[src/rtl/mlpf_pkg.sv]
// ----------------------------------------------------------------------------
// mlpf_pkg: shared types, codes and table helpers for the perceptron block
// Holds field widths, item and command codes, the command record that the
// front part hands to the back part, and the sigmoid table generator.
// ----------------------------------------------------------------------------
package mlpf_pkg;

	// Field widths.
	localparam int KIND_W   = 2;
	localparam int IDX_W    = 8;
	localparam int VAL_W    = 24;
	localparam int PRED_W   = 17;
	localparam int CNT_W    = 5;
	localparam int ACC_W    = 48;
	localparam int CFG_AW   = 1;

	// Defaults of the top-level parameters.
	localparam int DEF_MAX_INPUTS  = 16;
	localparam int DEF_MAX_HIDDEN  = 16;
	localparam int DEF_TABLE_DEPTH = 1024;

	// Register reset values.
	localparam logic [CNT_W-1:0] INPUTS_RESET = 5'd11;
	localparam logic [CNT_W-1:0] HIDDEN_RESET = 5'd16;

	// Register indexes on the configuration port.
	localparam logic [CFG_AW-1:0] REG_INPUTS = 1'b0;
	localparam logic [CFG_AW-1:0] REG_HIDDEN = 1'b1;

	// Item kinds.
	localparam logic [KIND_W-1:0] KIND_HW_WR   = 2'd0;
	localparam logic [KIND_W-1:0] KIND_OW_WR   = 2'd1;
	localparam logic [KIND_W-1:0] KIND_FEATURE = 2'd2;

	// Command operations.
	localparam logic [1:0] OP_HW_WR   = 2'd0;
	localparam logic [1:0] OP_OW_WR   = 2'd1;
	localparam logic [1:0] OP_FEATURE = 2'd2;

	// Command queue depth.
	localparam int QUEUE_DEPTH = 2;
	localparam int QUEUE_AW    = 1;

	// One classified command.
	typedef struct packed {
		logic [1:0]              op;
		logic                    last;
		logic [CNT_W-1:0]        nh;
		logic [IDX_W-1:0]        idx;
		logic signed [VAL_W-1:0] value;
	} cmd_t;

	localparam logic [63:0] ONE_Q30 = 64'd1 << 30;

	// Restoring unsigned division, used only while building constants.
	function automatic logic [63:0] udiv64(input logic [63:0] a, input logic [63:0] d);
		logic [63:0] r;
		logic [63:0] q;
		r = '0;
		q = '0;
		for (int b = 63; b >= 0; b--) begin
			r = {r[62:0], a[b]};
			if (r >= d) begin
				r = r - d;
				q[b] = 1'b1;
			end
		end
		return q;
	endfunction

	// exp(-f) for f in [0,1] in Q2.30, alternating Taylor series of 21 terms.
	function automatic logic [63:0] exp_neg(input logic [63:0] f);
		longint      sum;
		logic [63:0] term;
		sum  = longint'(ONE_Q30);
		term = ONE_Q30;
		for (int k = 1; k <= 20; k++) begin
			term = udiv64((term * f) >> 30, 64'(k));
			if ((k % 2) == 1) begin
				sum = sum - longint'(term);
			end else begin
				sum = sum + longint'(term);
			end
		end
		return (sum < 0) ? 64'd0 : 64'(sum);
	endfunction

	// Sigmoid at the midpoint of bin i of a table of the given depth, Q0.16.
	function automatic logic [PRED_W-1:0] sig_entry(input int depth, input int i);
		longint      s;
		logic [63:0] mag;
		logic [63:0] t;
		logic [63:0] n;
		logic [63:0] e;
		logic [63:0] em1;
		logic [63:0] den;
		logic [63:0] q;
		s   = 2 * longint'(i) - longint'(depth) + 1;
		mag = (s < 0) ? 64'(-s) : 64'(s);
		t   = udiv64(mag << 33, 64'(depth));
		n   = t >> 30;
		e   = exp_neg(t & (ONE_Q30 - 64'd1));
		em1 = exp_neg(ONE_Q30);
		for (int k = 0; k < 8; k++) begin
			if (64'(k) < n) begin
				e = (e * em1) >> 30;
			end
		end
		den = ONE_Q30 + e;
		if (s >= 0) begin
			q = udiv64((64'd1 << 46) + (den >> 1), den);
		end else begin
			q = udiv64((e << 16) + (den >> 1), den);
		end
		return q[PRED_W-1:0];
	endfunction

endpackage

[src/rtl/mlpf_front.sv]
// ----------------------------------------------------------------------------
// mlpf_front: configuration registers and item classification
// Takes input transfers, drops items that have no effect, and pushes a
// command with the effective hidden count and the end-of-sample mark.
// ----------------------------------------------------------------------------
module mlpf_front #(
	parameter int MAX_INPUTS = mlpf_pkg::DEF_MAX_INPUTS,
	parameter int MAX_HIDDEN = mlpf_pkg::DEF_MAX_HIDDEN
) (
	input  logic                                clk,
	input  logic                                arst_n,
	input  logic                                cfg_valid,
	output logic                                cfg_ready,
	input  logic [mlpf_pkg::CFG_AW-1:0]         cfg_index,
	input  logic [mlpf_pkg::CNT_W-1:0]          cfg_data,
	input  logic                                item_valid,
	output logic                                item_stall,
	input  logic [mlpf_pkg::KIND_W-1:0]         kind,
	input  logic [mlpf_pkg::IDX_W-1:0]          index,
	input  logic signed [mlpf_pkg::VAL_W-1:0]   value,
	input  logic                                q_full,
	output logic                                q_push,
	output mlpf_pkg::cmd_t                      q_cmd
);
	import mlpf_pkg::*;

	localparam int HW_DEPTH = MAX_INPUTS * MAX_HIDDEN;

	logic [CNT_W-1:0] inputs_q;
	logic [CNT_W-1:0] hidden_q;
	logic [CNT_W-1:0] ni;
	logic [CNT_W-1:0] nh;
	logic             keep;

	// Configuration registers; every write is taken at once.
	assign cfg_ready = 1'b1;

	always_ff @(posedge clk or negedge arst_n) begin
		if (!arst_n) begin
			inputs_q <= INPUTS_RESET;
			hidden_q <= HIDDEN_RESET;
		end else if (cfg_valid) begin
			if (cfg_index == REG_INPUTS) begin
				inputs_q <= cfg_data;
			end
			if (cfg_index == REG_HIDDEN) begin
				hidden_q <= cfg_data;
			end
		end
	end

	// Effective counts: zero acts as one, large values stop at the maximum.
	always_comb begin
		if (inputs_q == '0) begin
			ni = CNT_W'(1);
		end else if (int'(inputs_q) > MAX_INPUTS) begin
			ni = CNT_W'(MAX_INPUTS);
		end else begin
			ni = inputs_q;
		end
		if (hidden_q == '0) begin
			nh = CNT_W'(1);
		end else if (int'(hidden_q) > MAX_HIDDEN) begin
			nh = CNT_W'(MAX_HIDDEN);
		end else begin
			nh = hidden_q;
		end
	end

	// Classify the item and decide whether it reaches the back part.
	always_comb begin
		case (kind)
			KIND_HW_WR:   keep = int'(index) < HW_DEPTH;
			KIND_OW_WR:   keep = int'(index) < MAX_HIDDEN;
			KIND_FEATURE: keep = index < IDX_W'(ni);
			default:      keep = 1'b0;
		endcase
	end

	always_comb begin
		q_cmd.op    = (kind == KIND_HW_WR) ? OP_HW_WR :
			(kind == KIND_OW_WR) ? OP_OW_WR : OP_FEATURE;
		q_cmd.last  = (index == IDX_W'(ni) - IDX_W'(1));
		q_cmd.nh    = nh;
		q_cmd.idx   = index;
		q_cmd.value = value;
	end

	assign item_stall = q_full;
	assign q_push     = item_valid && !item_stall && keep;

endmodule

[config.mk]
export PLATFORM = sky130hd
export DESIGN_NAME = mlpf_front
export DESIGN_NICKNAME = d
export VERILOG_FILES = /design/src/rtl/mlpf_pkg.sv /design/src/rtl/mlpf_front.sv
export SDC_FILE = /design/constraint.sdc
export NUM_CORES = 1
export LEC_CHECK = 0
export ABC_AREA = 1
export BUFFER_PORTS_ARGS = -buffer_cell sky130_fd_sc_hd__buf_2
export CAP_MARGIN = 0
export CELL_PAD_IN_SITES_DETAIL_PLACEMENT = 0
export CELL_PAD_IN_SITES_GLOBAL_PLACEMENT = 2
export CORE_ASPECT_RATIO = 1.5
export CORE_UTILIZATION = 17
export DETAILED_ROUTE_END_ITERATION = 7
export PLACE_DENSITY_LB_ADDON = 0.25
export SYNTH_ARGS = -nofsm -noshare
export SYNTH_HDL_FRONTEND = slang
export SYNTH_SLANG_ARGS = --single-unit
[constraint.sdc]
create_clock -name clk -period 2.04 [get_ports clk]
set_input_delay 0.306 -clock clk [delete_from_list [all_inputs] [get_ports clk]]
set_output_delay 0.306 -clock clk [all_outputs]
set_load 0.1 [all_outputs]
==> results of run 1 <==
-- worst max-delay path by stage --
stage | depth (start not counted) | slack (ns) | startpoint | end
floorplan | 3 | -0.33 | hidden_q[3] | q_cmd[33]
detailed placement | 11 | -0.35 | inputs_q[2] | q_push
global placement | 11 | -0.31 | inputs_q[2] | q_push
global route | 12 | -0.51 | inputs_q[2] | q_cmd[37]
finish | 12 | -0.33 | inputs_q[2] | q_cmd[37]
CTS | 12 | -0.40 | inputs_q[0] | q_cmd[37]
-- registers in the layout, summed over array words and instances, names as in the netlist --
register	flops
inputs_q	5
hidden_q	5
-- worst max-delay path: stages (launching register included) --
cell and delay, ns:
dfrtp_1 0.39, nor2_2 0.13, nand2_2 0.10, nand2_2 0.09, nand2_4 0.06, ha_4 0.16
or2_1 0.21, nand3_1 0.08, nand3_1 0.09, nor2_1 0.09, nand3_1 0.11, nor2_4 0.14
buf_12 0.18
-- layer usage --
layer | routed length, µm | part of all wire, % | up-vias
met5 | 0 | 0 | -
met4 | 16 | 0.68 | 0
met3 | 201 | 8.5 | 2
met2 | 1310 | 55 | 56
met1 | 846 | 36 | 388
li1 | - | - | 452
-- cell families after synthesis --
kind of cell               after synthesis
and+or+nand+nor                         53
other                                    1
DFF                                     10
xor gates and xnor gates                 2
buffers and inverters                   57
AOI/OAI and AO/OA                       17
adders and majority gates                6
-- power by group --
group          internal (W)  leakage (nW)  switching [W]
clock              0.000169        0.0288      0.0000749
combinational      0.000206         0.548       0.000379
sequential         0.000232         0.116      0.0000246
total              0.000607         0.693       0.000478
-- synthesized netlist by cell type --
cell type   n
dfrtp_1     6
a21boi_0    1
inv_2       1
nand3b_1    1
conb_1      1
xnor2_1     1
nor2_1     14
ha_1        6
inv_1      20
o21ai_0    13
nor4_1      1
dfstp_2     4
clkbuf_1    2
buf_4      34
or2_2       1
a21oi_1     3
or2_1       1
nand3_1     5
nand2_1    29
nor3_1      1
xor2_1      1
-- stage by stage --
stage	hold WS [ns]	util (%)
floorplan	0.0104	-
global placement	0.181	21.0
detailed placement	0.187	21.0
CTS	0.309	23.4
global route	0.338	24.2
finish	0.317	24.2
-- final cells by class --
cell class                      count  area [µm²]  area share (%)
Inverter                           21        78.8            5.84
Timing Repair Buffer               52         373            27.6
Tap cell                           70        87.6            6.49
Clock buffer                        4        55.1            4.08
Multi-Input combinational cell     79         500            37.1
Sequential cell                    10         255            18.9
-- what timing repair did --
action / in CTS / in global routing
hold buffers: 1 / 0
endpoints found under the hold margin: 6 / 0
pin swaps: 18 / 12
buffers inserted: 4 / 3
gates resized for setup: 11 / 5
endpoints found under the setup margin: 2 / 2
gates cloned: 0 / 0
==> flow_summary.toml, run 1 <==
[outcome]
status = "finished with violations"
violations = "negative setup slack"

[worst_setup_path]
critPathKind = "reg2out"
timing.rr.end = "inputs_q[1]"
r2r_slack_ns = 1.18
cp_max_fo = 3
worstPathRequired_ns = 1.73
cp-end-kind = "output port"
timing.rr.start = "inputs_q[1]"
rr_worst_depth = 3
critPathLaunchType = "flip-flop"
worstPathArrival_ns = 2.07

[layout]
nNetsFinal = 218
post_route_cells_drive_above_1_share_pct = 47.6
nFillCells = 646
final_common_cell = "buf_2"
diodes = 0
stdcell_count = 236
finalInstanceArea_mm2 = 0.00135
synthToLayoutAreaGrowth_pct = 35.2
final_cell_mix = "33 x buf_2, 23 x nand2_1, 20 x inv_1"

[floorplanning]
pin_count = 88
start_util_pct = 17.9
die_area_mm2 = 0.00619
die_h_um = 95.9
core_mm2 = 0.00557
die_width_um = 64.6
core.rowCount = 33

[sta]
finalHoldViolCount = 0
tns_ns = -0.634
setup_violations = 2
fin_crit_sh_pct = 116
fin_skew_ns = 0
rsz0062_at_grt = "yes"
period_needed_ns = 2.37
max_freq_ghz = 0.421
drv_slew = 0
setup_ws_ns = -0.333

[power]
powerDensity_mw_per_mm2 = 803
vdd_drop_max_mv = 0.398
p_leak_nw = 0.693
total_power_w = 0.00108

[clock_tree]
htreeDepth = 1
cts_tree = "yes"
cts_made_buffers = 3
clkSlewWorstSetupHoldPaths_ns = 0.05
clock_latency_ns = 0.23
numClockSinks = 10
root_buffer = "clkbuf_8"
cts_buffer_depth = 2

[grt]
grtUsageTotal_pct = 8.05
grt.met1_usage_pct = 6.77
use_met3_pct = 2.61
grt.busiest_layer = "met2"
first_global_vias = 871
grt_max_degree = 11
grtUsageMet2_pct = 16.3
overflow = 0
grt_pass1_wl_um = 3800
antenna_found_initial = 0

[yosys]
avgSynthCellArea_um2 = 6.84
synth-simple-area-share_pct = 21.8
ys_seq_elements = 10
synth.area.top_cells = "buf_4 26%, dfrtp_1 15%, nand2_1 11%"
synthXorXnorAreaFrac_pct = 1.75
synth_fa_ha_area_share_pct = 7.52
synth_cells = 146
ys_types = 21
synthMuxAreaShare_pct = 0
synthesis.area_um2 = 998
ys.warnings.count = 0
yosysTopAreaCell = "buf_4"
seq_area_frac_synth_pct = 25.6
synth_top_family_by_area = "buffers and inverters"
syn_nets = 197
synth-compound-area-share_pct = 8.77
netlist.area_leader.share_pct = 25.6

[place]
dp_slack_ns = -0.353
io_buffer_count = 38
gp_congestion = 0.700
dpl.cell_count = 224
place_area_mm2 = 0.00117
hpwlAfterDp_um = 1990

[route]
wl_per_cell_um = 10.0
dr.pass1.iters = 3
drt_wl_total_um = 2370
drc = 0
vias = 898
via_per_inst = 3.81
final_antenna_net_count = 0
drt_iter0_drc = 36

[worst_hold_path]
worstHoldEndpoint = "inputs_q[1]"
whs_path_depth = 3
hold_path.startpoint = "cfg_data[1]"
hold_class = "in2reg"

[run]
cap_violations = 0
Note: power is estimated with default switching activity, not from simulation.
==> run 2: changes to the inputs <==
clock period = 2.6 ns   (was 2.04 ns; I/O delays follow)
==> run 2 against run 1 <==
The flow now finishes without violations. First-iteration DRC count is 64% lower. Global-route usage is 0.96 points lower. Cell area is 11% lower. Sequential power is 21% lower. Clock power is 37% lower. Largest cell class unchanged. Largest power group unchanged.
==> flow_summary.toml, run 2 (synthesis gave the netlist of run 1 again) <==
[outcome]
status = "finished clean"

[layout]
diodes = 0
final_core_util_pct = 21.5
final_cell_mix = "36 x buf_2, 23 x nand2_1, 20 x inv_1"
final_common_cell = "buf_2"
nNetsFinal = 206
post_route_cells_drive_above_1_share_pct = 43.8
reg_top3 = "hidden_q (5), inputs_q (5)"
synthToLayoutAreaGrowth_pct = 20.1

[worst_hold_path]
hold_class = "in2async"

[sta]
fin_skew_ns = 0
period_needed_ns = 2.54
drv_slew = 0
setup_ws_ns = 0.0574
fin_crit_sh_pct = 97.8
tns_ns = 0
setup_violations = 0
rsz0062_at_grt = "yes"
max_freq_ghz = 0.393
whs_ns = 0.0171
finalHoldViolCount = 0

[place]
hpwlAfterDp_um = 1760
gp_congestion = 0.671
dp_slack_ns = 0.119
io_buffer_count = 38

[floorplanning]
core_mm2 = 0.00557
core.rowCount = 33
pin_count = 88
die_h_um = 95.9
die_area_mm2 = 0.00619
die_width_um = 64.6
start_util_pct = 17.9

[worst_setup_path]
max_stage_delay_ns = 0.56
critPathLaunchType = "flip-flop"
cp_max_fo = 4
crit_path_cell_trace = "nor2_2 > nand2_2 > nand2_2 > nand2_2 > ha_4 > xnor2_1 > nor2_2 > nand3_1 > nor2_1 > nand3_1 > nor2_4 > buf_12"
worstPathRequired_ns = 2.21
cp_common_cell = "nand2_2"
critPathKind = "reg2out"
worstPathArrival_ns = 2.15
cp-end-kind = "output port"
cp_slowest_cell = "dfstp_2"

[route]
drt_iter0_drc = 13
drc = 0
dr.pass1.iters = 4
drt_wl_total_um = 2130
wl_per_cell_um = 9.56
via_per_inst = 3.80
final_antenna_net_count = 0
vias = 848

[grt]
overflow = 0
grt.busiest_layer = "met2"
grtUsageTotal_pct = 7.09
grt_max_degree = 11
grtUsageMet2_pct = 14.5
grt.met1_usage_pct = 6.65
grt_pass1_wl_um = 3460
use_met3_pct = 1.78
antenna_found_initial = 0
first_global_vias = 827

[power]
vdd_drop_max_mv = 0.387
powerDensity_mw_per_mm2 = 621
p_leak_nw = 0.610

[clock_tree]
clkSlewWorstSetupHoldPaths_ns = 0.04
numClockSinks = 10
root_buffer = "clkbuf_8"
cts_tree = "yes"
clock_latency_ns = 0.23
htreeDepth = 1
cts_buffer_depth = 2
cts_made_buffers = 3

[run]
cap_violations = 0
[run 2: report_power, final]
group | switching, W | internal (W) | leakage, nW | total, W
logic | 0.000283 | 0.000106 | 0.473 | 0.000388
registers | 0.0000201 | 0.000182 | 0.116 | 0.000202
clock network | 0.0000526 | 0.000101 | 0.0216 | 0.000153
[run 2: what timing repair did]
action | 4_1_cts | 5_1_grt
endpoints found under the hold margin | 0 | 0
buffers inserted | 0 | 2
resized for setup | 5 | 15
setup endpoints to repair | 2 | 2
pin swaps | 4 | 14
hold buffers | 0 | 0
[run 2: final timing paths]
check | cells after the start | to | start | slack, ns
worst max-delay path | 12 | q_cmd[37] | inputs_q[1] | 0.06
worst min-delay path | 1 | hidden_q[3] | arst_n | 0.02
worst max register to register | 3 | inputs_q[2] | inputs_q[2] | 1.82
worst min register to register | 2 | inputs_q[0] | inputs_q[0] | 0.51
max in group asynchronous | 1 | inputs_q[1] | arst_n | 2.33
min in group clk | 3 | inputs_q[3] | cfg_data[3] | 0.40
[run 2: cell type report]
type                       instances  area, µm²
fill                             635       4380
multi-input combinational         79        500
sequential                        10        255
timing repair buffer              40        235
tap                               70       87.6
inverter                          21       78.8
clock buffer                       3       41.3
[run 2: per-stage QoR]
stage	instance area (µm²)	std cells	total power (W)
after global placement	1060	218	0.000550
final	1200	223	0.000744
after detailed placement	1060	218	0.000550
after global routing	1200	223	0.000796
after floorplan	1020	146	0.000661
after CTS	1120	221	0.000716
[run 2: worst max-delay path: cells and delay by family (launching register included)]
kind,cells,cell delay (ns)
buffers and inverters,1,0.18
adder cells (fa/ha/maj),1,0.20
AND/OR/NAND/NOR,9,0.86
XOR/XNOR,1,0.12
flip-flops,1,0.56
[run 2: routing by layer]
layer,vias to the layer above,wire length [µm]
li1,427,-
met1,371,826
met2,48,1140
met3,2,159
met4,0,2
met5,-,0
==> run 3: changes to the inputs <==
CELL_PAD_IN_SITES_GLOBAL_PLACEMENT = 1   (was 2)
CORE_UTILIZATION = 24   (was 17)
==> run 3 against run 2 <==
Sequential power is essentially flat. Power is 3.8% higher. Maximum frequency increased by 0.19%. First-iteration DRC count fell by 31%. Critical path type unchanged. Critical endpoint unchanged. Largest cell class unchanged.
==> flow_summary.toml, run 3 (synthesis gave the netlist of run 1 again) <==
[outcome]
status = "finished clean"

[worst_setup_path]
cp_slowest_cell = "dfstp_2"
critPathKind = "reg2out"
critPathLaunchType = "flip-flop"
worstPathArrival_ns = 2.15
crit_path_cell_trace = "nor2_2 > nand2_2 > nand2_2 > nand2_4 > ha_4 > xnor2_1 > nor2_1 > nand3_1 > nor2_1 > nand3_2 > nor2_4 > buf_12"
cp-end-kind = "output port"
max_stage_delay_ns = 0.55
worstPathRequired_ns = 2.21
cp_max_fo = 3

[clock_tree]
numClockSinks = 10
cts_made_buffers = 3
clock_latency_ns = 0.23
cts_tree = "yes"
root_buffer = "clkbuf_8"
htreeDepth = 1
cts_buffer_depth = 2
clkSlewWorstSetupHoldPaths_ns = 0.05

[route]
drt_wl_total_um = 2020
drt_iter0_drc = 9
dr.pass1.iters = 4
wl_per_cell_um = 10.1
final_antenna_net_count = 0
vias = 832
drc = 0
via_per_inst = 4.18

[sta]
period_needed_ns = 2.54
fin_crit_sh_pct = 97.6
finalHoldViolCount = 0
drv_slew = 0
setup_violations = 0
tns_ns = 0
max_freq_ghz = 0.394
rsz0062_at_grt = "yes"
fin_skew_ns = 0
setup_ws_ns = 0.0623

[power]
p_clk_share_pct = 24.6
powerDensity_mw_per_mm2 = 659
p_leak_nw = 0.618
switching_share_pct = 46.0
internal_power_w = 0.000417
seqPwrFrac_pct = 26.2
switching_power_w = 0.000355
p_comb_share_pct = 49.1
total_power_w = 0.000772
vdd_drop_max_mv = 0.442

[floorplanning]
die_area_mm2 = 0.00443
pin_count = 88
core.rowCount = 28
die_width_um = 54.7
core_mm2 = 0.00396
start_util_pct = 25.2
die_h_um = 81.0

[place]
io_buffer_count = 38
gp_congestion = 0.706
hpwlAfterDp_um = 1700
dp_slack_ns = 0.146

[run]
cap_violations = 0

[layout]
reg_top3 = "hidden_q (5), inputs_q (5)"
nNetsFinal = 206
final_common_cell = "buf_2"
final_core_util_pct = 29.6
post_route_cells_drive_above_1_share_pct = 44.2
final_cell_mix = "36 x buf_2, 23 x nand2_1, 19 x inv_1"
synthToLayoutAreaGrowth_pct = 17.3
diodes = 0

[grt]
antenna_found_initial = 0
grtUsageTotal_pct = 9.72
grt_max_degree = 11
grt_pass1_wl_um = 3220
overflow = 0
first_global_vias = 783

[worst_hold_path]
hold_class = "in2async"
-- run 3: cell types whose count changed in the layout (fill, tap and decap cells not counted), sizes merged --
cell | previous run | this run
clkbuf | 3 | 4
-- run 3: per-stage QoR --
stage,hold slack (ns),area (µm²),instances
3_3_place_gp,0.259,1030,193
2_1_floorplan,0.0944,1020,146
4_1_cts,0.0200,1090,197
3_5_place_dp,0.272,1030,193
5_1_grt,0.0257,1170,199
6_report,0.0131,1170,199
-- run 3: layer usage --
layer	wire, µm	part of all wire (%)	GRT usage (%)
met3	199	9.9	2.81
met5	0	0	0
met4	20	0.99	4.36
met2	1060	53	18.3
met1	738	37	8.99
-- run 3: area by class of cell --
class	count	area, µm²
Inverter	21	78.8
Fill cell	447	2790
Multi-Input combinational cell	79	490
Timing Repair Buffer	40	235
Clock buffer	4	55.1
Tap cell	45	56.3
Sequential cell	10	255
-- run 3: final timing paths --
path	start	endpoint	slack, ns	cells past startpoint
max	inputs_q[3]	q_cmd[37]	0.06	12
min reg2reg	inputs_q[0]	inputs_q[0]	0.51	2
min in group clk	cfg_data[0]	inputs_q[0]	0.40	3
min	arst_n	hidden_q[2]	0.01	1
max reg2reg	inputs_q[2]	inputs_q[2]	1.81	3
max in group asynchronous	arst_n	inputs_q[3]	2.33	1
-- run 3: what timing repair did --
item / CTS / global route
hold buffers: 0 / 0
setup buffers: 0 / 2
setup endpoints to repair: 1 / 2
hold endpoints to repair: 0 / 0
gates cloned: 0 / 0
pin swaps: 2 / 9
resized for setup: 2 / 17
-- run 3: power by group through the flow --
stage	registers [W]	logic [W]	clock network, W
final	0.000203	0.000380	0.000190
after CTS	0.000202	0.000345	0.000195
after floorplan	0.000196	0.000464	0
after global placement	0.000203	0.000344	0
after global routing	0.000206	0.000417	0.000202
after detailed placement	0.000204	0.000343	0
-- run 3: critical path, delay by kind of cell (launching register included) --
family | cells | cell delay, ns
DFF | 1 | 0.55
adders and majority gates | 1 | 0.20
xor gates and xnor gates | 1 | 0.11
buffers and inverters | 1 | 0.18
and+or+nand+nor | 9 | 0.87
