**src/rtl/mlpf_pkg.sv**
```systemverilog
// ----------------------------------------------------------------------------
// mlpf_pkg: shared types, codes and table helpers for the perceptron block
// Holds field widths, item and command codes, the command record that the
// front part hands to the back part, and the sigmoid table generator.
// ----------------------------------------------------------------------------
package mlpf_pkg;

	// Field widths.
	localparam int KIND_W   = 2;
	localparam int IDX_W    = 8;
	localparam int VAL_W    = 24;
	localparam int PRED_W   = 17;
	localparam int CNT_W    = 5;
	localparam int ACC_W    = 48;
	localparam int CFG_AW   = 1;

	// Defaults of the top-level parameters.
	localparam int DEF_MAX_INPUTS  = 16;
	localparam int DEF_MAX_HIDDEN  = 16;
	localparam int DEF_TABLE_DEPTH = 1024;

	// Register reset values.
	localparam logic [CNT_W-1:0] INPUTS_RESET = 5'd11;
	localparam logic [CNT_W-1:0] HIDDEN_RESET = 5'd16;

	// Register indexes on the configuration port.
	localparam logic [CFG_AW-1:0] REG_INPUTS = 1'b0;
	localparam logic [CFG_AW-1:0] REG_HIDDEN = 1'b1;

	// Item kinds.
	localparam logic [KIND_W-1:0] KIND_HW_WR   = 2'd0;
	localparam logic [KIND_W-1:0] KIND_OW_WR   = 2'd1;
	localparam logic [KIND_W-1:0] KIND_FEATURE = 2'd2;

	// Command operations.
	localparam logic [1:0] OP_HW_WR   = 2'd0;
	localparam logic [1:0] OP_OW_WR   = 2'd1;
	localparam logic [1:0] OP_FEATURE = 2'd2;

	// Command queue depth.
	localparam int QUEUE_DEPTH = 2;
	localparam int QUEUE_AW    = 1;

	// One classified command.
	typedef struct packed {
		logic [1:0]              op;
		logic                    last;
		logic [CNT_W-1:0]        nh;
		logic [IDX_W-1:0]        idx;
		logic signed [VAL_W-1:0] value;
	} cmd_t;

	localparam logic [63:0] ONE_Q30 = 64'd1 << 30;

	// Restoring unsigned division, used only while building constants.
	function automatic logic [63:0] udiv64(input logic [63:0] a, input logic [63:0] d);
		logic [63:0] r;
		logic [63:0] q;
		r = '0;
		q = '0;
		for (int b = 63; b >= 0; b--) begin
			r = {r[62:0], a[b]};
			if (r >= d) begin
				r = r - d;
				q[b] = 1'b1;
			end
		end
		return q;
	endfunction

	// exp(-f) for f in [0,1] in Q2.30, alternating Taylor series of 21 terms.
	function automatic logic [63:0] exp_neg(input logic [63:0] f);
		longint      sum;
		logic [63:0] term;
		sum  = longint'(ONE_Q30);
		term = ONE_Q30;
		for (int k = 1; k <= 20; k++) begin
			term = udiv64((term * f) >> 30, 64'(k));
			if ((k % 2) == 1) begin
				sum = sum - longint'(term);
			end else begin
				sum = sum + longint'(term);
			end
		end
		return (sum < 0) ? 64'd0 : 64'(sum);
	endfunction

	// Sigmoid at the midpoint of bin i of a table of the given depth, Q0.16.
	function automatic logic [PRED_W-1:0] sig_entry(input int depth, input int i);
		longint      s;
		logic [63:0] mag;
		logic [63:0] t;
		logic [63:0] n;
		logic [63:0] e;
		logic [63:0] em1;
		logic [63:0] den;
		logic [63:0] q;
		s   = 2 * longint'(i) - longint'(depth) + 1;
		mag = (s < 0) ? 64'(-s) : 64'(s);
		t   = udiv64(mag << 33, 64'(depth));
		n   = t >> 30;
		e   = exp_neg(t & (ONE_Q30 - 64'd1));
		em1 = exp_neg(ONE_Q30);
		for (int k = 0; k < 8; k++) begin
			if (64'(k) < n) begin
				e = (e * em1) >> 30;
			end
		end
		den = ONE_Q30 + e;
		if (s >= 0) begin
			q = udiv64((64'd1 << 46) + (den >> 1), den);
		end else begin
			q = udiv64((e << 16) + (den >> 1), den);
		end
		return q[PRED_W-1:0];
	endfunction

endpackage

```
**src/rtl/mlpf_queue.sv**
```systemverilog
// ----------------------------------------------------------------------------
// mlpf_queue: short command queue between the front and back parts
// A small first-in first-out buffer; full is a registered condition.
// ----------------------------------------------------------------------------
module mlpf_queue (
	input  logic           clk,
	input  logic           arst_n,
	input  logic           push,
	input  mlpf_pkg::cmd_t push_cmd,
	output logic           full,
	input  logic           pop,
	output logic           head_valid,
	output mlpf_pkg::cmd_t head_cmd
);
	import mlpf_pkg::*;

	cmd_t                ent_q [QUEUE_DEPTH];
	logic [QUEUE_AW-1:0] wr_ptr_q;
	logic [QUEUE_AW-1:0] rd_ptr_q;
	logic [QUEUE_AW:0]   count_q;

	assign full       = (count_q == (QUEUE_AW+1)'(QUEUE_DEPTH));
	assign head_valid = (count_q != '0);
	assign head_cmd   = ent_q[rd_ptr_q];

	// Entry storage.
	always_ff @(posedge clk) begin
		if (push) begin
			ent_q[wr_ptr_q] <= push_cmd;
		end
	end

	// Pointers and fill count.
	always_ff @(posedge clk or negedge arst_n) begin
		if (!arst_n) begin
			wr_ptr_q <= '0;
			rd_ptr_q <= '0;
			count_q  <= '0;
		end else begin
			if (push) begin
				wr_ptr_q <= wr_ptr_q + QUEUE_AW'(1);
			end
			if (pop) begin
				rd_ptr_q <= rd_ptr_q + QUEUE_AW'(1);
			end
			if (push && !pop) begin
				count_q <= count_q + (QUEUE_AW+1)'(1);
			end else if (pop && !push) begin
				count_q <= count_q - (QUEUE_AW+1)'(1);
			end
		end
	end

endmodule

```
**config.mk**
```make
export PLATFORM = sky130hd
export DESIGN_NAME = mlpf_queue
export DESIGN_NICKNAME = d
export VERILOG_FILES = /design/src/rtl/mlpf_pkg.sv /design/src/rtl/mlpf_queue.sv
export SDC_FILE = /design/constraint.sdc
export NUM_CORES = 1
export LEC_CHECK = 0
export BUFFER_PORTS_ARGS = -buffer_cell sky130_fd_sc_hd__buf_2
export CAP_MARGIN = 20
export CORE_ASPECT_RATIO = 0.9
export CORE_MARGIN = 2
export CORE_UTILIZATION = 40
export CTS_CLUSTER_DIAMETER = 30
export DETAILED_ROUTE_END_ITERATION = 12
export PLACE_DENSITY = 0.68
export RECOVER_POWER = 25
export SYNTH_ARGS = -nofsm -noshare
export SYNTH_HDL_FRONTEND = slang
export SYNTH_SLANG_ARGS = --single-unit
```
**constraint.sdc**
```tcl
create_clock -name clk -period 6.42 [get_ports clk]
set_input_delay 0.642 -clock clk [delete_from_list [all_inputs] [get_ports clk]]
set_output_delay 0.642 -clock clk [all_outputs]
set_load 0.005 [all_outputs]
```
==> metrics.md, run 1 <==
| Metric | Value |
|---|---|
| Post-synth EDFFs | `80` |
| Post-synthesis simple-gate area fraction | `less than 1%` |
| CP Cell Sequence | `buf_4, mux2_2, buf_2` |
| Final #Nets | `279` |
| Num Clock Sinks | `84` |
| Die Y | `between 80 and 90 µm` |
| I/O Buffers | `85` |
| Post-synthesis mux area share | `18.2%` |
| Synthesis warning total | `0` |
| Worst endpoint required time | `5780 ps` |
| # Max-Cap Violations | `0` |
| Largest family of logic cells by synthesized area | `multiplexers` |
| FFs w/ async S/R, synth | `4.76%` |
| Post-Route WL | `5.09 mm` |
| TritonCTS clock tree | `yes` |
| Antenna cells | `0` |
| Slew Viols, Final | `0` |
| Register share of total power | `45.3%` |
| DR WL/cell | `15.1 µm` |
| CTS Buf Count | `9` |
| DRC Markers | `0` |
| Peak Freq | `397 MHz` |
| Initial antenna violation count | `0` |
| Most numerous cell in the Yosys netlist | `edfxtp_1` |
| Post-layout min period | `2520 ps` |
| Cts repair resizes | `0` |
| Total track usage | `roughly an eighth` |
| Gr ovfl total | `0` |
| Critical-path top delay cell | `buf_4` |
| Crit share post-route | `39.2%` |
| Clock transition at path regs | `80 ps` |
| Switching share of total power | `25.1%` |
| Detail Route Antenna Nets | `0` |
| Post-Synth Adder-Cell Area | `less than 1%` |
| Syn Nets | `186` |
| Commonest cells in the netlist | `80 x edfxtp_1, 39 x mux2_4, 4 x buf_12, 4 x dfrtp_1, 4 x xor2_1` |
| WS Path Type | `flop to primary output` |
| Pin count of the biggest net entering global routing | `between 40 and 50` |
| Num rows | `31` |
| Via count | `1515` |
| Peak VDD IR | `0.000333 V` |
| Hold WS | `116 ps` |
| Xor/xnor share of the synthesized area | `1.34%` |
| Area Overhead vs Synth | `21.3%` |
| Filler instances | `between 600 and 700` |
| Avg Inst Size Synth | `23.3 µm²` |
| Crit start category | `flop` |
| Switching power | `424 µW` |
| Via/cell ratio | `4.50` |
| Synth Area in Compound Gates | `0%` |
| First-pass GRT wire length | `7.79 mm` |
| Clock skew | `12.6 ps` |
| Placer Congestion | `~0.68` |
| # hold bufs at CTS | `0` |
| Hold Crit Class | `input pin to async pin` |
| DIE AREA | `~8900 µm²` |
| Clock power share | `25.2%` |
| CTS H-Tree Depth | `3` |
| Post-synthesis sequential element count | `84` |
| Area leader, netlist | `edfxtp_1` |
| Setup bufs post-CTS | `0` |
| Largest delay share family, worst path | `buffers and inverters` |
| Cell Int Power | `1270 µW` |
| Drt pass-1 iters | `4` |
| Final setup violation count | `0` |
| Status | `completed` |
| Post-Synthesis Cells | `approximately 140` |
| Leakage | `0.00159 µW` |
| Vias in the first global route | `1559` |
| WP data arrival | `1870 ps` |
| IO Count | `86` |
| Main flop type after synthesis | `edfxtp_1` |
| Sequential-to-total area share from yosys stat | `76.3%` |
| Worst slew pin tran | `974 ps` |
| Core ar. | `7990 µm²` |
| Yosys top cell area share | `roughly 73%` |
| Worst skew pair latency | `340 ps` |
| Layout cells sized above 1 | `55.5%` |
| CP max stage delay | `600 ps` |
| Combinational group share of total power | `29.5%` |
| Cell area after synthesis | `3280 µm²` |
| RSZ-0062 raised after global routing | `no` |
| Buf+Inv Stages, Crit Path | `2` |
| Top cells by area, synth | `edfxtp_1 73%, mux2_4 18%, dfrtp_1 3.1%` |
| Pwr/cell area | `425 nW/µm²` |
| CP Capture Type | `primary output` |
| Flop-to-flop setup slack | `4770 ps` |
| Fin. Hold Viols | `0` |
| CTS max path bufs | `2` |
| Root buffer cell | `clkbuf_8` |
| Worst-path fanout max | `40` |
| Starting Density | `slightly above 40%` |
| TNS Setup | `0 ps` |
| Slew HR | `between 30% and 40%` |
| Final Util | `49.8%` |
| Die W | `99.4 µm` |
| Netlist cell types | `14` |
| Initial drt markers | `38` |
==> stage by stage <==
step | std cells | instance area (µm²) | setup slack, ps | power [µW]
5_1_grt | 337 | 3980 | 3800 | 1780
3_5_place_dp | 322 | 3760 | 4250 | 1290
6_report | 337 | 3980 | 3900 | 1690
3_3_place_gp | 322 | 3760 | 4280 | 1280
4_1_cts | 337 | 3990 | 3850 | 1720
2_1_floorplan | 141 | 3280 | 3550 | 1160
==> logic make-up after synthesis <==
family                   count (synthesis)
multiplexers                            40
flip-flops                              84
XOR/XNOR                                 5
AND/OR/NAND/NOR                          5
buffers and inverters                    6
adder cells (fa/ha/maj)                  1
==> area by class of cell <==
| type | instances | area (µm²) | share of cell area (%) |
|---|---|---|---|
| inverter | 1 | 3.75 | 0.0944 |
| timing repair buffer | 87 | 425 | 10.7 |
| multi-input combinational | 51 | 691 | 17.4 |
| clock inverter | 5 | 101 | 2.55 |
| tap | 99 | 124 | 3.12 |
| clock buffer | 10 | 128 | 3.21 |
| sequential | 84 | 2500 | 63.0 |
==> power groups by stage <==
| stage | sequential [µW] | combinational [µW] | clock (µW) |
|---|---|---|---|
| after global placement | 772 | 510 | 0 |
| final | 765 | 499 | 426 |
| after global routing | 776 | 540 | 462 |
| after CTS | 767 | 515 | 442 |
| after floorplan | 769 | 395 | 0 |
| after detailed placement | 779 | 514 | 0 |
==> cell usage in the layout, fill, tap and decap left out <==
cell / count
nor2b_4: 1
buf_2: 73
xnor2_1: 1
clkbuf_8: 9
ha_1: 1
bufinv_16: 3
buf_4: 2
clkinvlp_4: 1
mux2_4: 39
xor2_1: 4
or2_2: 1
edfxtp_1: 80
clkbuf_1: 13
dfrtp_2: 1
clkinv_1: 1
mux2_2: 1
nor2_1: 1
dfrtp_1: 3
nor2b_1: 1
and2_2: 1
inv_1: 1
==> layer usage <==
metal | share of wire [%] | track usage (%)
met5 | 0 | 0
met3 | 6.0 | 4.90
met1 | 40 | 12.2
met4 | 1.7 | 5.14
met2 | 53 | 20.3
==> state kept, by name, summed over array words and instances, names as in the netlist <==
signal	flops
rd_ptr_q	1
wr_ptr_q	1
count_q	2
ent_q	80
==> worst paths after layout <==
path	from	cells after the start	end
min in group clk	rd_ptr_q	1	rd_ptr_q
hold / removal	arst_n	1	wr_ptr_q
hold reg to reg	rd_ptr_q	1	rd_ptr_q
setup / recovery	rd_ptr_q	3	head_cmd[19]
max in group asynchronous	arst_n	1	rd_ptr_q
setup reg to reg	wr_ptr_q	1	ent_q[1][9]
Note: power is estimated with default switching activity, not from simulation.
==> run 2, diff against run 1 <==
==> constraint.sdc (replaced) <==
create_clock -name clk -period 2.57 [get_ports clk]
set_input_delay 0.257 -clock clk [delete_from_list [all_inputs] [get_ports clk]]
set_output_delay 0.257 -clock clk [all_outputs]
set_load 0.005 [all_outputs]
==> run 2 against run 1 <==
Effect of this change: clock power increased by 130%; global-route usage increased by 0.63 points; flip-flop and latch count unchanged; core utilization increased by 0.19 points; sequential power increased to 2.6 times the previous value; clock-buffer cell count increased by 1; first-iteration DRC count increased by 89%; highest routed layer unchanged.
==> metrics.md, run 2 (synthesis gave the netlist of run 1 again) <==
| Metric | Value |
|---|---|
| Switching share of total power | `25.8% (+0.74 points)` |
| Cell Int Power | `3100 µW (+140%)` |
| Antenna cells | `0 (unchanged)` |
| DRC Markers | `0 (unchanged)` |
| Power consumption | `4170 µW (+150%)` |
| Post-layout min period | `2060 ps` |
| Combinational group share of total power | `29.7% (+0.2 points)` |
| First-pass GRT wire length | `8.26 mm (+6.0%)` |
| Worst r2r dst | `ent_q[1][31]` |
| Final setup violation count | `0 (unchanged)` |
| Largest regs | `ent_q x80, count_q x2` |
| Root buffer cell | `clkbuf_8` |
| Final HPWL DP | `3.70 mm` |
| Starting Density | `41.0% (unchanged)` |
| Placer Congestion | `0.714 (+4.6%)` |
| Final Util | `50.0% (+0.19 points)` |
| Via/cell ratio | `4.63 (+3.0%)` |
| Worst hold stages | `1` |
| Peak Freq | `486 MHz` |
| Register bank with the most flops | `ent_q` |
| Worst slew pin tran | `562 ps (-413 ps)` |
| I/O Buffers | `85 (unchanged)` |
| Pin count of the biggest net entering global routing | `41 (unchanged)` |
| IO Count | `86 (unchanged)` |
| Die W | `99.4 µm (unchanged)` |
| Hold WS | `111 ps (-5.24 ps)` |
| Critical-path top delay cell | `dfrtp_2` |
| Slew Viols, Final | `0 (unchanged)` |
| Drt pass-1 iters | `4 (unchanged)` |
| Crit start category | `flop` |
| DIE AREA | `8940 µm² (unchanged)` |
| Cts repair resizes | `0 (unchanged)` |
| Initial drt markers | `72 (+89%)` |
| Clock skew | `6.41 ps (-6.21 ps)` |
| TritonCTS clock tree | `yes` |
| Worst-path fanout max | `28 (-30%)` |
| Setup bufs post-CTS | `0 (unchanged)` |
| Die Y | `89.9 µm (unchanged)` |
| Min-delay src | `push_cmd[4]` |
| CTS Buf Count | `9 (unchanged)` |
| WS Path Type | `flop to primary output` |
| Filler instances | `693 (+0.29%)` |
| Num Clock Sinks | `84 (unchanged)` |
| Final instance area | `3990 µm² (+0.38%)` |
| Sequential cell area | `2500 µm² (unchanged)` |
| Clock power share | `23.2% (-2.0 points)` |
| Reg2reg path depth | `2 (+1)` |
| Num rows | `31 (unchanged)` |
| WP data arrival | `1800 ps (-70 ps)` |
| Status | `completed` |
| Slew HR | `62.5% (+28 points)` |
| Number of flip-flops in the largest register | `80 (unchanged)` |
| Multi-input logic area | `691 µm² (unchanged)` |
| CTS H-Tree Depth | `3 (unchanged)` |
| Vias in the first global route | `1659 (+6.4%)` |
| Peak VDD IR | `0.000303 V (-9.1%)` |
| Via count | `1575 (+4.0%)` |
| Crit share post-route | `about four fifths` |
| Hold Crit Class | `input pin to flop` |
| Commonest non-fill, non-tap cell in the layout | `edfxtp_1` |
| Area Overhead vs Synth | `21.7%` |
| Total track usage | `12.3% (+0.63 points)` |
| Layout cells sized above 1 | `53.1% (-2.4 points)` |
| Most frequent cells in the layout | `80 x edfxtp_1, 68 x buf_2, 39 x mux2_4, 19 x clkbuf_1, 9 x clkbuf_8` |
| RSZ-0062 raised after global routing | `no` |
| CP Cell Sequence | `buf_12, mux2_2, buf_2` |
| Initial antenna violation count | `0 (unchanged)` |
| Clock transition at path regs | `80 ps (about the same)` |
| CP max stage delay | `660 ps (+60 ps)` |
| Register share of total power | `47.1% (+1.8 points)` |
| Pwr/cell area | `1050 nW/µm² (+150%)` |
| CP Capture Type | `primary output` |
| Switching power | `1080 µW (+150%)` |
| Buf+Inv Stages, Crit Path | `2 (unchanged)` |
| Final #Nets | `281 (+0.72%)` |
| Flop-to-flop setup slack | `1100 ps (-3670 ps)` |
| TNS Setup | `0 ps (unchanged)` |
| Post-Route WL | `5.35 mm (+5.1%)` |
| Largest delay share family, worst path | `flip-flops` |
| Leakage | `0.00159 µW (-0.33%)` |
| Detail Route Antenna Nets | `0 (unchanged)` |
| Core ar. | `7990 µm² (unchanged)` |
| Worst skew pair latency | `330 ps (about the same)` |
| DR WL/cell | `15.7 µm (+4.2%)` |
| Worst endpoint required time | `2310 ps (-3470 ps)` |
| Gr ovfl total | `0 (unchanged)` |
| Fin. Hold Viols | `0 (unchanged)` |
| Launching point of the worst reg2reg path | `wr_ptr_q` |
| # Max-Cap Violations | `0 (unchanged)` |
| CTS max path bufs | `2 (unchanged)` |
| Worst hold endpoint | `ent_q[1][4]` |
| Placed Area | `3790 µm² (+0.86%)` |
==> run 2: cell type report <==
| class | instances | share of cell area (%) |
|---|---|---|
| Sequential cell | 84 | 62.7 |
| Timing Repair Buffer | 89 | 11.6 |
| Clock inverter | 5 | 1.91 |
| Inverter | 1 | 0.0940 |
| Multi-Input combinational cell | 51 | 17.3 |
| Tap cell | 99 | 3.10 |
| Clock buffer | 11 | 3.29 |
==> run 2: power groups by stage <==
stage | Combinational [µW] | Clock (µW) | Sequential [µW]
floorplan | 987 | 0 | 1920
global placement | 1260 | 0 | 1980
detailed placement | 1270 | 0 | 2000
CTS | 1280 | 996 | 1970
global route | 1350 | 1060 | 2000
finish | 1240 | 968 | 1960
==> run 2: how the worst max path moves through the flow <==
stage               startpoint      endpoint  depth (start not counted)
floorplan             wr_ptr_q   ent_q[0][0]                          1
global placement      rd_ptr_q  head_cmd[19]                          3
detailed placement    rd_ptr_q  head_cmd[19]                          3
CTS                   rd_ptr_q  head_cmd[19]                          3
global route          rd_ptr_q  head_cmd[19]                          3
finish                rd_ptr_q  head_cmd[19]                          3
==> run 2: through the flow <==
| step | std cells | setup slack [ps] |
|---|---|---|
| 2_1_floorplan | 141 | 697 |
| 3_3_place_gp | 323 | 876 |
| 3_5_place_dp | 323 | 854 |
| 4_1_cts | 340 | 475 |
| 5_1_grt | 340 | 422 |
| 6_report | 340 | 511 |
==> run 2: worst register-to-register path, delay by kind of cell, from the launching register on <==
family / cells / cell delay [ps]
buffers and inverters: 1 / 250
DFF: 1 / 420
and+or+nand+nor: 1 / 500
==> run 2: timing repair <==
action / 4_1_cts / 5_1_grt
hold endpoints to repair: 4 / 0
hold buffers: 1 / 0
setup endpoints to repair: 0 / 0
==> run 2: per-layer routing <==
layer | vias up | track usage (%) | part of all wire (%)
li1 | 734 | - | -
met1 | 789 | 15.6 | 44
met2 | 47 | 19.4 | 49
met4 | 0 | 5.82 | 1.3
met5 | - | 0 | 0
met3 | 5 | 3.65 | 5.5
==> run 3, diff against run 2 <==
==> constraint.sdc (replaced) <==
create_clock -name clk -period 1.9 [get_ports clk]
set_input_delay 0.19 -clock clk [delete_from_list [all_inputs] [get_ports clk]]
set_output_delay 0.19 -clock clk [all_outputs]
set_load 0.005 [all_outputs]
==> run 3 against run 2 <==
Effect of this change: flip-flop and latch count did not move; core utilization increased by 0.56 points; first-iteration DRC count shrank 19%; die area unchanged; combinational power rose by 43%; critical endpoint unchanged.
==> metrics.md, run 3 (synthesis gave the netlist of run 1 again) <==
| Metric | Value |
|---|---|
| Filler instances | `687 (-0.87%)` |
| DRC Markers | `0 (unchanged)` |
| Via/cell ratio | `4.51 (-2.7%)` |
| Slew HR | `73.8% (+11 points)` |
| Critical-path top delay cell | `dfrtp_2` |
| Worst slew pin tran | `393 ps (-169 ps)` |
| Clock skew | `9.98 ps (+3.56 ps)` |
| Slew Viols, Final | `0 (unchanged)` |
| Hold Crit Class | `input pin to flop` |
| DIE AREA | `8940 µm² (unchanged)` |
| Final setup violation count | `0 (unchanged)` |
| Detail Route Antenna Nets | `0 (unchanged)` |
| Initial drt markers | `58 (-19%)` |
| Sequential cell area | `2500 µm² (unchanged)` |
| Status | `completed` |
| Layout cells sized above 1 | `55.0% (+1.8 points)` |
| Worst slack at placement | `525 ps (-329 ps)` |
| Commonest non-fill, non-tap cell in the layout | `edfxtp_1` |
| Peak Freq | `600 MHz` |
| Root buffer cell | `clkbuf_8` |
| Worst setup margin | `234 ps (-278 ps)` |
| Largest regs | `ent_q x80, count_q x2` |
| WS Path Type | `flop to primary output` |
| Vias in the first global route | `1615 (-2.7%)` |
| Total track usage | `12.3% (+0.025 points)` |
| Multi-input logic area | `691 µm² (unchanged)` |
| Met1 Use GR | `14.3% (-1.3 points)` |
| # Max-Cap Violations | `0 (unchanged)` |
| M2 GR Usage | `21.0% (+1.6 points)` |
| First-pass GRT wire length | `8.29 mm (+0.33%)` |
| Area Overhead vs Synth | `23.1%` |
| Flop-to-flop setup slack | `550 ps (-550 ps)` |
| Placer Congestion | `0.721 (+0.97%)` |
| Global routing's busiest layer | `met2` |
| Peak VDD IR | `0.000615 V (+100%)` |
| CP Capture Type | `primary output` |
| Most frequent cells in the layout | `80 x edfxtp_1, 69 x buf_2, 39 x mux2_4, 15 x clkbuf_1, 9 x clkbuf_8` |
| Pwr/cell area | `1450 nW/µm² (+38%)` |
| Num rows | `31 (unchanged)` |
| Num Clock Sinks | `84 (unchanged)` |
| Antenna cells | `0 (unchanged)` |
| DR WL/cell | `15.4 µm (-2.2%)` |
| Setup bufs post-CTS | `0 (unchanged)` |
| CP Cell Sequence | `buf_12, mux2_2, buf_2` |
| Crit share post-route | `87.7%` |
| CTS max path bufs | `2 (unchanged)` |
| Die Y | `89.9 µm (unchanged)` |
| Clock transition at path regs | `90 ps (about the same)` |
| Fin. Hold Viols | `0 (unchanged)` |
| RSZ-0062 raised after global routing | `no` |
| Core ar. | `7990 µm² (unchanged)` |
| Worst skew pair latency | `340 ps (about the same)` |
| Register bank with the most flops | `ent_q` |
| TritonCTS clock tree | `yes` |
| Post-Route WL | `5.25 mm (-1.9%)` |
| Crit start category | `flop` |
| CP max stage delay | `390 ps (-270 ps)` |
| TNS Setup | `0 ps (unchanged)` |
| Post-layout min period | `about 1700 ps` |
| CTS H-Tree Depth | `3 (unchanged)` |
| Final #Nets | `283 (+0.71%)` |
| Initial antenna violation count | `0 (unchanged)` |
| Met3 Track Usage GR | `3.27% (-0.39 points)` |
| Worst endpoint required time | `1710 ps (-600 ps)` |
| I/O Buffers | `85 (unchanged)` |
| Final Util | `50.5% (+0.56 points)` |
| Starting Density | `41.0% (unchanged)` |
| Via count | `1537 (-2.4%)` |
| Pin count of the biggest net entering global routing | `33 (-20%)` |
| Gr ovfl total | `0 (unchanged)` |
| CTS Buf Count | `9 (unchanged)` |
| IO Count | `86 (unchanged)` |
| Worst-path fanout max | `32 (+14%)` |
| Number of flip-flops in the largest register | `80 (unchanged)` |
| Die W | `99.4 µm (unchanged)` |
| WP data arrival | `1480 ps (-320 ps)` |
| Leakage | `0.00162 µW (+2.0%)` |
| Drt pass-1 iters | `4 (unchanged)` |
run 3: cell types whose count changed in the layout (fill, tap and decap cells not counted), sizes merged:
cell and delta:
bufinv +1, clkinvlp -1, inv +1, clkbuf -4, buf +4
run 3: where the power goes:
group          total [µW]  internal (µW)  leakage [µW]  switching, µW
Clock                1490            871      0.000120            620
Combinational        1770           1010      0.000703            758
Sequential           2580           2460      0.000796            116
run 3: area by class of cell:
cell class / instances / share of cell area, %
clock buffers: 9 / 3.07
clock inverters: 6 / 2.79
inverters: 1 / 0.0930
multi-input cells: 51 / 17.1
flip-flops and latches: 84 / 62.0
well taps: 99 / 3.07
repair buffers: 91 / 11.8
run 3: repair_timing:
item / CTS / global route
hold buffers: 1 / 0
endpoints found under the hold margin: 4 / 0
gates resized for setup: 0 / 0
run 3: stage by stage:
stage | hold WS (ps) | instance area (µm²) | power [µW] | cells
after detailed placement | 1.17 | 3810 | 4440 | 325
after floorplan | -106 | 3280 | 3930 | 141
final | 27.3 | 4040 | 5840 | 341
after global routing | 7.60 | 4040 | 6150 | 341
after global placement | 0.857 | 3810 | 4400 | 325
after CTS | 9.46 | 4060 | 5930 | 341
run 3: worst max-delay path: cells and delay by family (launching register included):
| family | cells | cell delay (ps) |
|---|---|---|
| flops | 1 | 390 |
| mux | 1 | 370 |
| buf+inv | 2 | 370 |
run 3: path summary, 6_finish.rpt:
check / depth (start not counted) / startpoint / end
hold reg to reg: 1 / count_q[1] / count_q[1]
setup reg to reg: 2 / wr_ptr_q / ent_q[1][36]
hold / removal: 1 / push_cmd[9] / ent_q[0][9]
setup / recovery: 3 / rd_ptr_q / head_cmd[19]
max in group asynchronous: 2 / arst_n / rd_ptr_q
min in group asynchronous: 2 / arst_n / count_q[1]
run 3: layer usage:
metal  wire length [µm]  share of wire [%]  vias up
met1               2150                 41      746
met5                  0                  0        -
met3                274                5.2        6
li1                   -                  -      739
met4                 85                1.6        0
met2               2740                 52       46
